===== src/rtl/stepgen_pkg.sv =====
// shared field widths for the stepper step generator
package stepgen_pkg;
   localparam int ELAPSED_W = 16;
   localparam int SPEED_W   = 16;
   localparam int STEPS_W   = 32;
   localparam int MSPIN_W   = 3;
   localparam int COUNT_W   = 32;
endpackage


===== src/rtl/stepgen_if.sv =====
// item channels of the stepper step generator

interface stepgen_req_if;
   import stepgen_pkg::*;
   logic                       valid;
   logic                       ready;
   logic                       update_now;
   logic [ELAPSED_W-1:0]       elapsed_ms;
   logic signed [SPEED_W-1:0]  speed_target;
   logic                       run_enable;
   logic signed [STEPS_W-1:0]  move_steps;
   logic                       trigger_level;
   modport source (output valid, update_now, elapsed_ms, speed_target, run_enable,
                   move_steps, trigger_level, input ready);
   modport sink (input valid, update_now, elapsed_ms, speed_target, run_enable,
                 move_steps, trigger_level, output ready);
endinterface

interface stepgen_rsp_if;
   import stepgen_pkg::*;
   logic                       valid;
   logic                       ready;
   logic                       step_out;
   logic                       dir_out;
   logic                       enable_n_out;
   logic [MSPIN_W-1:0]         microstep_pins;
   logic signed [SPEED_W-1:0]  present_speed;
   logic                       is_active;
   logic [STEPS_W-1:0]         steps_left;
   logic [COUNT_W-1:0]         total_steps;
   logic                       move_done;
   modport source (output valid, step_out, dir_out, enable_n_out, microstep_pins,
                   present_speed, is_active, steps_left, total_steps, move_done,
                   input ready);
   modport sink (input valid, step_out, dir_out, enable_n_out, microstep_pins,
                 present_speed, is_active, steps_left, total_steps, move_done,
                 output ready);
endinterface


===== src/rtl/stepper_step_generator.sv =====
// stepper step/direction pulse generator top level
//
// usage:
//  req_if carries one item per timer tick; an item may carry a control update
//  (speed mode ramp or position move start). rsp_if returns one item per tick
//  with the step, direction and enable pin levels plus status.
//  csr_* is an apb-style register port (7 registers at byte address 4*i);
//  the user must write it only while the block is idle; the block does not enforce this.
// processing:
//  a tick without update goes from accept through the tick state to the result.
//  an update runs a bit-serial restoring divider, one quotient bit a cycle
//  over 40 bits: ramp step /1000, step rate /(60*2^frac), period = ticks/rate.
//  a speed update runs the divider up to three times (ramp, rate, period), a move start twice.
//  one item is in work at a time; the next is taken once the result is taken.
// reset: synchronous, clears registers to their defaults, motor stopped and
//  de-energized (enable_n high), no result pending.
// stall: while rsp_if.ready is low the result holds and no new item is taken.
module stepper_step_generator #(
   parameter int TICKS_PER_SECOND = 1000000,
   parameter int MIN_PERIOD       = 4,
   parameter int PULSE_TICKS      = 2,
   parameter int SPEED_FRAC_BITS  = 4
) (
   input  logic        clock,
   input  logic        reset,
   stepgen_req_if.sink   req_if,
   stepgen_rsp_if.source rsp_if,
   input  logic        csr_psel,
   input  logic        csr_penable,
   input  logic        csr_pwrite,
   input  logic [4:0]  csr_paddr,
   input  logic [31:0] csr_pwdata,
   output logic [31:0] csr_prdata,
   output logic        csr_pready
);
   import stepgen_pkg::*;

   // divider geometry: dividend up to 36 bits, divisor up to 27 bits
   localparam int DW = 40;
   localparam int CW = 6;
   localparam logic [19:0] PERIOD_MAX = 20'hFFFFF;
   localparam logic [31:0] RATE_DEN   = 32'(60 << SPEED_FRAC_BITS);
   localparam logic [DW-1:0] TPS_DIV  = DW'(TICKS_PER_SECOND);
   localparam logic [19:0] MIN_P      = 20'(MIN_PERIOD);
   localparam logic [1:0]  PULSE_LD   = 2'(PULSE_TICKS);
   localparam int FAST_RAW = 300 << SPEED_FRAC_BITS;
   localparam int SLOW_RAW = 30 << SPEED_FRAC_BITS;
   localparam logic [14:0] DEF_FAST = (FAST_RAW > 32767) ? 15'd32767 : 15'(FAST_RAW);
   localparam logic [14:0] DEF_SLOW = (SLOW_RAW > 32767) ? 15'd32767 : 15'(SLOW_RAW);

   // register indexes
   localparam logic [2:0] REG_MODE   = 3'd0;
   localparam logic [2:0] REG_ENABLE = 3'd1;
   localparam logic [2:0] REG_MAX    = 3'd2;
   localparam logic [2:0] REG_ACCEL  = 3'd3;
   localparam logic [2:0] REG_SPR    = 3'd4;
   localparam logic [2:0] REG_MSDIV  = 3'd5;
   localparam logic [2:0] REG_INV    = 3'd6;

   typedef enum logic [3:0] {
      ST_IDLE, ST_SPD, ST_RAMP, ST_DIR, ST_POS, ST_MUL1, ST_MUL2, ST_DIV, ST_FIN, ST_TICK
   } state_type;

   typedef enum logic [1:0] {DK_RAMP, DK_RATE, DK_PER} div_kind_type;

   // configuration
   logic        mode_ff, en_ff, inv_ff;
   logic [14:0] max_ff;
   logic [15:0] accel_ff, spr_ff;
   logic [4:0]  msdiv_ff;

   // latched item
   logic                      gate_ff, trig_ff;
   logic [ELAPSED_W-1:0]      elapsed_ff;
   logic signed [SPEED_W-1:0] target_ff;
   logic signed [STEPS_W-1:0] steps_ff;

   // motor state
   logic signed [SPEED_W-1:0] speed_ff;
   logic [19:0] period_ff, phase_ff;
   logic [1:0]  hold_ff;
   logic        running_ff, last_trig_ff, done_ff, dir_ff, en_n_ff;
   logic [COUNT_W-1:0] count_ff;
   logic [STEPS_W-1:0] remain_ff;

   // working registers
   state_type    state_ff;
   div_kind_type kind_ff;
   logic [DW-1:0] prod_ff;
   logic [31:0]   den_ff, rem_ff, amt_ff;
   logic [CW-1:0] cnt_ff;
   logic signed [SPEED_W-1:0] tgt_ff;
   logic        up_ff;
   logic [15:0] pmag_ff;
   logic [STEPS_W-1:0] absn_ff;
   logic [19:0] p_ff;

   // result register
   logic                      rsp_valid_ff, step_r_ff, dir_r_ff, en_n_r_ff, act_r_ff, done_r_ff;
   logic [MSPIN_W-1:0]        ms_r_ff;
   logic signed [SPEED_W-1:0] speed_r_ff;
   logic [STEPS_W-1:0]        remain_r_ff;
   logic [COUNT_W-1:0]        count_r_ff;

   // effective configuration
   logic [15:0] spr_eff;
   logic [4:0]  div_eff;
   logic [MSPIN_W-1:0] ms_code;
   logic signed [SPEED_W-1:0] mx, tgt_clamp;
   logic [15:0] dt;

   assign spr_eff = (spr_ff != 16'd0) ? spr_ff : 16'd200;
   assign div_eff = (msdiv_ff != 5'd0) ? msdiv_ff : 5'd1;
   assign dt      = (elapsed_ff != 16'd0) ? elapsed_ff : 16'd1;
   assign mx      = {1'b0, ((max_ff != 15'd0) ? max_ff : DEF_FAST)};

   always_comb begin
      priority if (div_eff >= 5'd16) ms_code = 3'd7;
      else if (div_eff >= 5'd8) ms_code = 3'd3;
      else if (div_eff >= 5'd4) ms_code = 3'd2;
      else if (div_eff >= 5'd2) ms_code = 3'd1;
      else ms_code = 3'd0;
   end

   always_comb begin
      priority if (target_ff > mx) tgt_clamp = mx;
      else if (target_ff < -mx) tgt_clamp = -mx;
      else tgt_clamp = target_ff;
   end

   // ramp compare
   logic signed [16:0] diff;
   logic [16:0] magd;
   logic [26:0] magd_k;
   assign diff   = {tgt_ff[15], tgt_ff} - {speed_ff[15], speed_ff};
   assign magd   = diff[16] ? 17'(-diff) : 17'(diff);
   assign magd_k = 27'(magd) * 27'd1000;

   // speed magnitude and move length
   logic [15:0] smag;
   logic [STEPS_W-1:0] absn;
   assign smag = speed_ff[15] ? 16'(-speed_ff) : 16'(speed_ff);
   assign absn = steps_ff[31] ? (~steps_ff + 32'd1) : steps_ff;

   // one restoring divider step
   logic [32:0] rem_sh;
   logic        ge;
   logic [31:0] rem_in;
   logic [DW-1:0] quo_in;
   assign rem_sh = {rem_ff, prod_ff[DW-1]};
   assign ge     = rem_sh >= {1'b0, den_ff};
   assign rem_in = ge ? 32'(rem_sh - {1'b0, den_ff}) : rem_sh[31:0];
   assign quo_in = {prod_ff[DW-2:0], ge};

   // period clamp of the final quotient
   logic [19:0] p_clamp;
   always_comb begin
      priority if (quo_in < DW'(MIN_P)) p_clamp = MIN_P;
      else if (quo_in > DW'(PERIOD_MAX)) p_clamp = PERIOD_MAX;
      else p_clamp = quo_in[19:0];
   end

   // tick: phase advance and pulse stretch
   logic [19:0] phase_in;
   logic [STEPS_W-1:0] remain_in;
   logic [COUNT_W-1:0] count_in;
   logic fire;
   logic [1:0] hold_now, hold_in;
   always_comb begin
      phase_in  = phase_ff;
      remain_in = remain_ff;
      count_in  = count_ff;
      fire      = 1'b0;
      if (running_ff && period_ff != 20'd0) begin
         phase_in = phase_ff + 20'd1;
         if (phase_in >= period_ff) begin
            phase_in = 20'd0;
            if (mode_ff) begin
               if (remain_ff != '0) begin
                  remain_in = remain_ff - 32'd1;
                  fire      = 1'b1;
               end
            end else begin
               count_in = count_ff + 32'd1;
               fire     = 1'b1;
            end
         end
      end
      hold_now = fire ? PULSE_LD : hold_ff;
      hold_in  = (hold_now != 2'd0) ? hold_now - 2'd1 : 2'd0;
   end

   // register port
   logic       csr_wr;
   logic [2:0] csr_idx;
   assign csr_wr     = csr_psel && csr_penable && csr_pwrite;
   assign csr_idx    = csr_paddr[4:2];
   assign csr_pready = 1'b1;

   always_comb begin
      unique case (csr_idx)
         REG_MODE:   csr_prdata = {31'd0, mode_ff};
         REG_ENABLE: csr_prdata = {31'd0, en_ff};
         REG_MAX:    csr_prdata = {17'd0, max_ff};
         REG_ACCEL:  csr_prdata = {16'd0, accel_ff};
         REG_SPR:    csr_prdata = {16'd0, spr_ff};
         REG_MSDIV:  csr_prdata = {27'd0, msdiv_ff};
         REG_INV:    csr_prdata = {31'd0, inv_ff};
         default:    csr_prdata = 32'd0;
      endcase
   end

   logic accept;
   assign req_if.ready = (state_ff == ST_IDLE) && !rsp_valid_ff;
   assign accept       = req_if.valid && req_if.ready;

   always_ff @(posedge clock) begin
      if (reset) begin
         mode_ff <= 1'b0; en_ff <= 1'b0; max_ff <= '0; accel_ff <= '0;
         spr_ff <= 16'd200; msdiv_ff <= 5'd1; inv_ff <= 1'b0;
         speed_ff <= '0; period_ff <= '0; phase_ff <= '0; hold_ff <= '0;
         running_ff <= 1'b0; count_ff <= '0; remain_ff <= '0;
         last_trig_ff <= 1'b0; done_ff <= 1'b0; dir_ff <= 1'b0; en_n_ff <= 1'b1;
         state_ff <= ST_IDLE; kind_ff <= DK_RAMP; rsp_valid_ff <= 1'b0;
      end else begin
         if (rsp_valid_ff && rsp_if.ready) rsp_valid_ff <= 1'b0;

         if (csr_wr) begin
            unique case (csr_idx)
               REG_MODE: begin
                  // a mode change stops the motor and clears the move
                  if (csr_pwdata[0] != mode_ff) begin
                     running_ff <= 1'b0; en_n_ff <= 1'b1; period_ff <= '0; phase_ff <= '0;
                     speed_ff <= '0; remain_ff <= '0;
                  end
                  mode_ff <= csr_pwdata[0];
               end
               REG_ENABLE: en_ff    <= csr_pwdata[0];
               REG_MAX:    max_ff   <= csr_pwdata[14:0];
               REG_ACCEL:  accel_ff <= csr_pwdata[15:0];
               REG_SPR:    spr_ff   <= csr_pwdata[15:0];
               REG_MSDIV:  msdiv_ff <= csr_pwdata[4:0];
               REG_INV:    inv_ff   <= csr_pwdata[0];
               default: ;
            endcase
         end

         unique case (state_ff)
            ST_IDLE: begin
               if (accept) begin
                  elapsed_ff <= req_if.elapsed_ms;
                  target_ff  <= req_if.speed_target;
                  gate_ff    <= req_if.run_enable;
                  steps_ff   <= req_if.move_steps;
                  trig_ff    <= req_if.trigger_level;
                  if (!req_if.update_now) state_ff <= ST_TICK;
                  else if (mode_ff) state_ff <= ST_POS;
                  else state_ff <= ST_SPD;
               end
            end
            ST_SPD: begin
               if (!en_ff || !gate_ff) begin
                  running_ff <= 1'b0; en_n_ff <= 1'b1; period_ff <= '0; phase_ff <= '0;
                  speed_ff <= '0;
                  state_ff <= ST_TICK;
               end else if (accel_ff != 16'd0) begin
                  tgt_ff   <= tgt_clamp;
                  amt_ff   <= 32'(accel_ff) * 32'(dt);
                  state_ff <= ST_RAMP;
               end else begin
                  speed_ff <= tgt_clamp;
                  state_ff <= ST_DIR;
               end
            end
            ST_RAMP: begin
               if (32'(magd_k) <= amt_ff) begin
                  speed_ff <= tgt_ff;
                  state_ff <= ST_DIR;
               end else begin
                  // ramp step = amount / 1000 toward the target
                  up_ff    <= !diff[16];
                  prod_ff  <= DW'(amt_ff);
                  den_ff   <= 32'd1000;
                  rem_ff   <= '0;
                  cnt_ff   <= '0;
                  kind_ff  <= DK_RAMP;
                  state_ff <= ST_DIV;
               end
            end
            ST_DIR: begin
               dir_ff <= !speed_ff[15] ^ inv_ff;
               if (smag == 16'd0) begin
                  running_ff <= 1'b0; en_n_ff <= 1'b1; period_ff <= '0; phase_ff <= '0;
                  state_ff <= ST_TICK;
               end else begin
                  en_n_ff  <= 1'b0;
                  pmag_ff  <= smag;
                  state_ff <= ST_MUL1;
               end
            end
            ST_POS: begin
               last_trig_ff <= trig_ff;
               done_ff      <= 1'b0;
               state_ff     <= ST_TICK;
               if (!en_ff) begin
                  if (running_ff) begin
                     running_ff <= 1'b0; en_n_ff <= 1'b1; period_ff <= '0; phase_ff <= '0;
                     remain_ff <= '0;
                  end
               end else begin
                  if (running_ff && remain_ff == '0) begin
                     running_ff <= 1'b0; en_n_ff <= 1'b1; period_ff <= '0; phase_ff <= '0;
                     done_ff <= 1'b1;
                  end
                  // rising trigger with a nonzero step count and no move still running starts one
                  if (trig_ff && !last_trig_ff && steps_ff != '0 &&
                      !(running_ff && remain_ff != '0)) begin
                     absn_ff  <= absn;
                     dir_ff   <= !steps_ff[31] ^ inv_ff;
                     en_n_ff  <= 1'b0;
                     pmag_ff  <= {1'b0, ((max_ff != 15'd0) ? max_ff : DEF_SLOW)};
                     state_ff <= ST_MUL1;
                  end
               end
            end
            ST_MUL1: begin
               prod_ff  <= DW'(32'(pmag_ff) * 32'(spr_eff));
               state_ff <= ST_MUL2;
            end
            ST_MUL2: begin
               // step rate = speed * spr * div / (60 * 2^frac)
               prod_ff  <= DW'(prod_ff[31:0]) * DW'(div_eff);
               den_ff   <= RATE_DEN;
               rem_ff   <= '0;
               cnt_ff   <= '0;
               kind_ff  <= DK_RATE;
               state_ff <= ST_DIV;
            end
            ST_DIV: begin
               if (cnt_ff != CW'(DW - 1)) begin
                  prod_ff <= quo_in;
                  rem_ff  <= rem_in;
                  cnt_ff  <= cnt_ff + CW'(1);
               end else begin
                  unique case (kind_ff)
                     DK_RAMP: begin
                        speed_ff <= up_ff ? speed_ff + $signed(quo_in[15:0])
                                          : speed_ff - $signed(quo_in[15:0]);
                        state_ff <= ST_DIR;
                     end
                     DK_RATE: begin
                        if (quo_in == '0) begin
                           p_ff     <= '0;
                           state_ff <= ST_FIN;
                        end else begin
                           // period = ticks per second / step rate
                           prod_ff <= TPS_DIV;
                           den_ff  <= quo_in[31:0];
                           rem_ff  <= '0;
                           cnt_ff  <= '0;
                           kind_ff <= DK_PER;
                        end
                     end
                     DK_PER: begin
                        p_ff     <= p_clamp;
                        state_ff <= ST_FIN;
                     end
                     default: state_ff <= ST_FIN;
                  endcase
               end
            end
            ST_FIN: begin
               state_ff <= ST_TICK;
               if (p_ff == 20'd0) begin
                  if (!mode_ff) begin
                     running_ff <= 1'b0; en_n_ff <= 1'b1; period_ff <= '0; phase_ff <= '0;
                  end
               end else begin
                  if (mode_ff) begin
                     remain_ff <= absn_ff;
                     phase_ff  <= '0;
                  end else if (!running_ff) begin
                     phase_ff <= '0;
                  end
                  period_ff  <= p_ff;
                  running_ff <= 1'b1;
               end
            end
            ST_TICK: begin
               phase_ff     <= phase_in;
               remain_ff    <= remain_in;
               count_ff     <= count_in;
               hold_ff      <= hold_in;
               step_r_ff    <= hold_now != 2'd0;
               dir_r_ff     <= dir_ff;
               en_n_r_ff    <= en_n_ff;
               ms_r_ff      <= ms_code;
               speed_r_ff   <= speed_ff;
               act_r_ff     <= running_ff;
               remain_r_ff  <= remain_in;
               count_r_ff   <= count_in;
               done_r_ff    <= done_ff;
               rsp_valid_ff <= 1'b1;
               state_ff     <= ST_IDLE;
            end
            default: state_ff <= ST_IDLE;
         endcase
      end
   end

   assign rsp_if.valid          = rsp_valid_ff;
   assign rsp_if.step_out       = step_r_ff;
   assign rsp_if.dir_out        = dir_r_ff;
   assign rsp_if.enable_n_out   = en_n_r_ff;
   assign rsp_if.microstep_pins = ms_r_ff;
   assign rsp_if.present_speed  = speed_r_ff;
   assign rsp_if.is_active      = act_r_ff;
   assign rsp_if.steps_left     = remain_r_ff;
   assign rsp_if.total_steps    = count_r_ff;
   assign rsp_if.move_done      = done_r_ff;

`ifndef ASSERT_OFF
   a_run_has_period: assert property (@(posedge clock) disable iff (reset)
      running_ff |-> period_ff != 20'd0)
      else $error("running with zero period");
   a_remain_runs: assert property (@(posedge clock) disable iff (reset)
      remain_ff != '0 |-> running_ff)
      else $error("steps left while stopped");
   a_accept_busy: assert property (@(posedge clock) disable iff (reset)
      accept |=> state_ff != ST_IDLE)
      else $error("accepted item not in work");
`endif
endmodule

===== src/flat_wrapper.sv =====
// flat-port wrapper written by rule: the top's interface ports become plain ports
module stepper_step_generator_flat import stepgen_pkg::*;
#(
   parameter int TICKS_PER_SECOND = 1000000,
   parameter int MIN_PERIOD       = 4,
   parameter int PULSE_TICKS      = 2,
   parameter int SPEED_FRAC_BITS  = 4
)
  (clock, reset, csr_psel, csr_penable, csr_pwrite, csr_paddr, csr_pwdata, csr_prdata, csr_pready, req_if_valid, req_if_update_now, req_if_elapsed_ms, req_if_speed_target, req_if_run_enable, req_if_move_steps, req_if_trigger_level, req_if_ready, rsp_if_valid, rsp_if_step_out, rsp_if_dir_out, rsp_if_enable_n_out, rsp_if_microstep_pins, rsp_if_present_speed, rsp_if_is_active, rsp_if_steps_left, rsp_if_total_steps, rsp_if_move_done, rsp_if_ready);
  stepgen_req_if req_if_i ();
  stepgen_rsp_if rsp_if_i ();
  input  logic clock;
  input  logic reset;
  input  logic csr_psel;
  input  logic csr_penable;
  input  logic csr_pwrite;
  input  logic [4:0] csr_paddr;
  input  logic [31:0] csr_pwdata;
  output logic [31:0] csr_prdata;
  output logic csr_pready;
  input wire logic [$bits(req_if_i.valid)-1:0] req_if_valid;
  input wire logic [$bits(req_if_i.update_now)-1:0] req_if_update_now;
  input wire logic [$bits(req_if_i.elapsed_ms)-1:0] req_if_elapsed_ms;
  input wire logic [$bits(req_if_i.speed_target)-1:0] req_if_speed_target;
  input wire logic [$bits(req_if_i.run_enable)-1:0] req_if_run_enable;
  input wire logic [$bits(req_if_i.move_steps)-1:0] req_if_move_steps;
  input wire logic [$bits(req_if_i.trigger_level)-1:0] req_if_trigger_level;
  output wire logic [$bits(req_if_i.ready)-1:0] req_if_ready;
  output wire logic [$bits(rsp_if_i.valid)-1:0] rsp_if_valid;
  output wire logic [$bits(rsp_if_i.step_out)-1:0] rsp_if_step_out;
  output wire logic [$bits(rsp_if_i.dir_out)-1:0] rsp_if_dir_out;
  output wire logic [$bits(rsp_if_i.enable_n_out)-1:0] rsp_if_enable_n_out;
  output wire logic [$bits(rsp_if_i.microstep_pins)-1:0] rsp_if_microstep_pins;
  output wire logic [$bits(rsp_if_i.present_speed)-1:0] rsp_if_present_speed;
  output wire logic [$bits(rsp_if_i.is_active)-1:0] rsp_if_is_active;
  output wire logic [$bits(rsp_if_i.steps_left)-1:0] rsp_if_steps_left;
  output wire logic [$bits(rsp_if_i.total_steps)-1:0] rsp_if_total_steps;
  output wire logic [$bits(rsp_if_i.move_done)-1:0] rsp_if_move_done;
  input wire logic [$bits(rsp_if_i.ready)-1:0] rsp_if_ready;
  assign req_if_i.valid = req_if_valid;
  assign req_if_i.update_now = req_if_update_now;
  assign req_if_i.elapsed_ms = req_if_elapsed_ms;
  assign req_if_i.speed_target = req_if_speed_target;
  assign req_if_i.run_enable = req_if_run_enable;
  assign req_if_i.move_steps = req_if_move_steps;
  assign req_if_i.trigger_level = req_if_trigger_level;
  assign req_if_ready = req_if_i.ready;
  assign rsp_if_valid = rsp_if_i.valid;
  assign rsp_if_step_out = rsp_if_i.step_out;
  assign rsp_if_dir_out = rsp_if_i.dir_out;
  assign rsp_if_enable_n_out = rsp_if_i.enable_n_out;
  assign rsp_if_microstep_pins = rsp_if_i.microstep_pins;
  assign rsp_if_present_speed = rsp_if_i.present_speed;
  assign rsp_if_is_active = rsp_if_i.is_active;
  assign rsp_if_steps_left = rsp_if_i.steps_left;
  assign rsp_if_total_steps = rsp_if_i.total_steps;
  assign rsp_if_move_done = rsp_if_i.move_done;
  assign rsp_if_i.ready = rsp_if_ready;
  stepper_step_generator #(.TICKS_PER_SECOND(TICKS_PER_SECOND), .MIN_PERIOD(MIN_PERIOD), .PULSE_TICKS(PULSE_TICKS), .SPEED_FRAC_BITS(SPEED_FRAC_BITS)) u_core (.clock(clock), .reset(reset), .req_if(req_if_i), .rsp_if(rsp_if_i), .csr_psel(csr_psel), .csr_penable(csr_penable), .csr_pwrite(csr_pwrite), .csr_paddr(csr_paddr), .csr_pwdata(csr_pwdata), .csr_prdata(csr_prdata), .csr_pready(csr_pready));
endmodule

===== config.mk =====
export PLATFORM = sky130hd
export DESIGN_NAME = stepper_step_generator_flat
export DESIGN_NICKNAME = d
export VERILOG_FILES = /design/src/rtl/stepgen_pkg.sv /design/src/rtl/stepgen_if.sv /design/src/rtl/stepper_step_generator.sv /design/src/flat_wrapper.sv
export SDC_FILE = /design/constraint.sdc
export NUM_CORES = 2
export LEC_CHECK = 0
export ABC_CLOCK_PERIOD_IN_PS = 35100
export BUFFER_PORTS_ARGS = -buffer_cell sky130_fd_sc_hd__buf_2
export CAP_MARGIN = 25
export CORE_MARGIN = 4
export CORE_UTILIZATION = 45
export DETAILED_ROUTE_END_ITERATION = 8
export GPL_TIMING_DRIVEN = 0
export REMOVE_ABC_BUFFERS = 1
export SLEW_MARGIN = 15
export SYNTH_ARGS = -nofsm -noshare
export SYNTH_HDL_FRONTEND = slang
export SYNTH_SLANG_ARGS = --single-unit

===== constraint.sdc =====
create_clock -name clock -period 35.1 [get_ports clock]
set_clock_uncertainty 0.05 [all_clocks]
set_input_delay 5.265 -clock clock [delete_from_list [all_inputs] [get_ports clock]]
set_output_delay 5.265 -clock clock [all_outputs]
set_load 0.005 [all_outputs]

==> reports/results.txt <==
critical path peak fanout: 20
most common cell after layout, fill and taps aside: nand2_1
fraction of layout cells with a size suffix above 1: 7.26%
Most used DFF post-synth: edfxtp_1
DR vias: 42.3k
Total Power: 5850 µW
FF-to-FF Start: u_core.speed_ff[15]
first-pass GRT wire length: 244000 µm
CP peak stage delay: 0.85 ns
HP Class: flop to flop
Worst EP required: 35.42 ns
synthesized instance count: 5914
Yosys warning total: 0
sequential share of the synthesized area: 27.8%
Area Growth Syn to Fin: 9.61%
GRT overflow: 0
I/O pin count: 234
CTS root buffer: clkbuf_16
core area: 120000 µm²
relative slew slack: 24.6%
number of synthesized flops with an enable pin: 381
IO Port Bufs: 198
antenna violations before repair: 5
initial core utilization: 45.5%
WP depth: 36
DRC: 0
post-synth top area share: 20.9%
H-tree levels: 3
DP Wirelength: 119000 µm
r2r worst-path depth: 36
CTS-repair resized insts: 0
worst skew pair latency: 0.70 ns
commonest cells after routing, fill and taps aside: nand2_1 (802), inv_1 (768), fa_1 (531)
Netlist cell types: 90
P_leak: 0.0264 µW
post-synth top area cell: edfxtp_1
FF+latch count, synth: 570
final setup vio count: 0
Arr. time, crit path: 12.75 ns
syn_area_per_cell: 9.26 µm²
CTS tree: built
Die Area: 127000 µm²
setup TNS: 0 ns
final hold violation count: 0
# rows: 127
final core utilization: 49.9%
largest net degree at the start of global routing: 104
RePlAce Congestion: 0.900
Max Fclk: 0.0805 GHz
drt via density: 5.55
post-synthesis cell area: 54800 µm²
maxcap violations: 0
RR Endpoint: u_core.prod_ff[39]
Fillers: 11.2k
fraction of registers with async set/reset: 0%
crit path kind: flop to flop
Worst VDD drop: 0.459 mV
CP top delay family: adder cells
Worst R2R Setup Slack: 22.67 ns
DRT Wirelength: 156000 µm
number of global-route vias before repair: 42.4k
GRT Total Usage: 24.4%
DR pass1 iterations: 7
Critical Path Sink Type: flop
Crit-path slowest cell: dfxtp_1
crit path capture: u_core.prod_ff[39]
post-route ant nets: 0
worst slack at placement: 22.82 ns
Tmin final: 12.43 ns
CTS Hold Bufs: 0
P per Cell Area: 97.5 nW/µm²
Final nets: 7052
final period utilization: 35.4%
Multi-input gate area: 35700 µm²
Worst-Margin Slew: 1.13 ns
status: finished, final reports clean
synth top area cells: edfxtp_1 (21%), fa_1 (19%), ha_1 (10%)
clock sink count: 570
height of the die: 357 µm
routed len/inst: 20.4 µm
crit path launch: u_core.speed_ff[15]
FF+latch area: 15200 µm²
critical path launch point type: flop
Slew Limit Fails: 0
Longest Clk Path Bufs: 3
worst setup margin: 22.67 ns
CP bufs+invs: 8
Iteration-0 DRC Markers: 3346
clk slew on worst S/H paths: 0.06 ns
TritonCTS buffer count: 68
Post-CTS Setup Repair Bufs: 0
Chip Width: 357 µm
RSZ-0062 raised after global routing: no
## cell type report
class                   instances  area share (%)
multi-input cells            4292            59.4
flip-flops and latches        570            25.4
inverters                     773            4.84
well taps                    1612            3.36
repair buffers                249            3.10
clock buffers                  87            3.09
clock inverters                38           0.794
diodes                          2         0.00834
## Yosys cell counts (13+ instances only)
cell type	n
nor2_1	289
dfxtp_1	189
nand2_1	803
or2_2	25
nand3b_1	15
or3_1	40
xor2_1	117
edfxtp_1	381
inv_1	770
o21ai_1	13
a211oi_1	29
o21a_1	48
nand4_1	42
buf_1	17
mux2i_1	25
o31ai_1	34
nor2b_1	70
a22oi_1	25
or4_1	17
o21bai_1	16
nand3_1	102
a21oi_1	282
and3_1	39
a221o_1	22
a222oi_1	25
ha_1	456
a31oi_1	27
fa_1	531
a21o_1	84
o21ai_0	187
nor3_1	94
xnor2_1	240
o211ai_1	20
buf_4	19
clkbuf_1	256
a221oi_1	17
a22o_1	29
and2_1	253
nor4_1	50
nand2b_1	41
## how the worst min path moves through the flow
stage	startpoint	to	slack [ns]	depth (start not counted)
2_1_floorplan	u_core.done_ff	u_core.rsp_if.move_done	0.36	0
3_3_place_gp	u_core.done_ff	u_core.rsp_if.move_done	0.37	0
3_5_place_dp	u_core.dir_ff	u_core.rsp_if.dir_out	0.37	0
4_1_cts	u_core.done_ff	u_core.rsp_if.move_done	0.38	0
5_1_grt	u_core.done_ff	u_core.rsp_if.move_done	0.40	0
6_report	u_core.done_ff	u_core.rsp_if.move_done	0.38	0
## layer usage
layer / up-vias / GRT usage [%] / share of wire (%)
met5: - / 0 / 0
met3: 301 / 4.05 / 6.5
met1: 20770 / 33.2 / 43
met2: 1420 / 39.7 / 46
met4: 0 / 8.61 / 3.8
li1: 19820 / - / -
## per-stage QoR
| step | std cells | hold WS [ns] | instance area (µm²) |
|---|---|---|---|
| finish | 7623 | 0.381 | 60000 |
| global route | 7622 | 0.399 | 60000 |
| CTS | 7615 | 0.383 | 59900 |
| detailed placement | 7490 | 0.371 | 57600 |
| global placement | 7445 | 0.366 | 56600 |
| floorplan | 5635 | 0.358 | 53600 |
## sequential cells by signal (all words and copies together) (netlist names), 20 cells and up
register and cells:
u_core.steps_ff 32, u_core.rsp_if.steps_left 32, u_core.period_ff 20, u_core.den_ff 32, u_core.prod_ff 40, u_core.p_ff 20, u_core.rem_ff 32, u_core.rsp_if.total_steps 32
u_core.absn_ff 32, u_core.amt_ff 32, u_core.count_ff 32, u_core.remain_ff 32, u_core.phase_ff 20
## logic make-up after synthesis
family	after synthesis	synth area share, %
xor gates and xnor gates	358	5.75
adders and majority gates	989	29.9
and+or+nand+nor	1929	16.9
other	2	0.0137
muxes	30	0.560
DFF	570	27.8
buffers and inverters	1067	7.46
AOI/OAI and AO/OA	969	11.6
## power breakdown
part / internal (µW) / switching, µW
combinational: 1770 / 2480
clock: 432 / 308
sequential: 774 / 81.0
No activity file was read; power rests on OpenSTA's default activity.
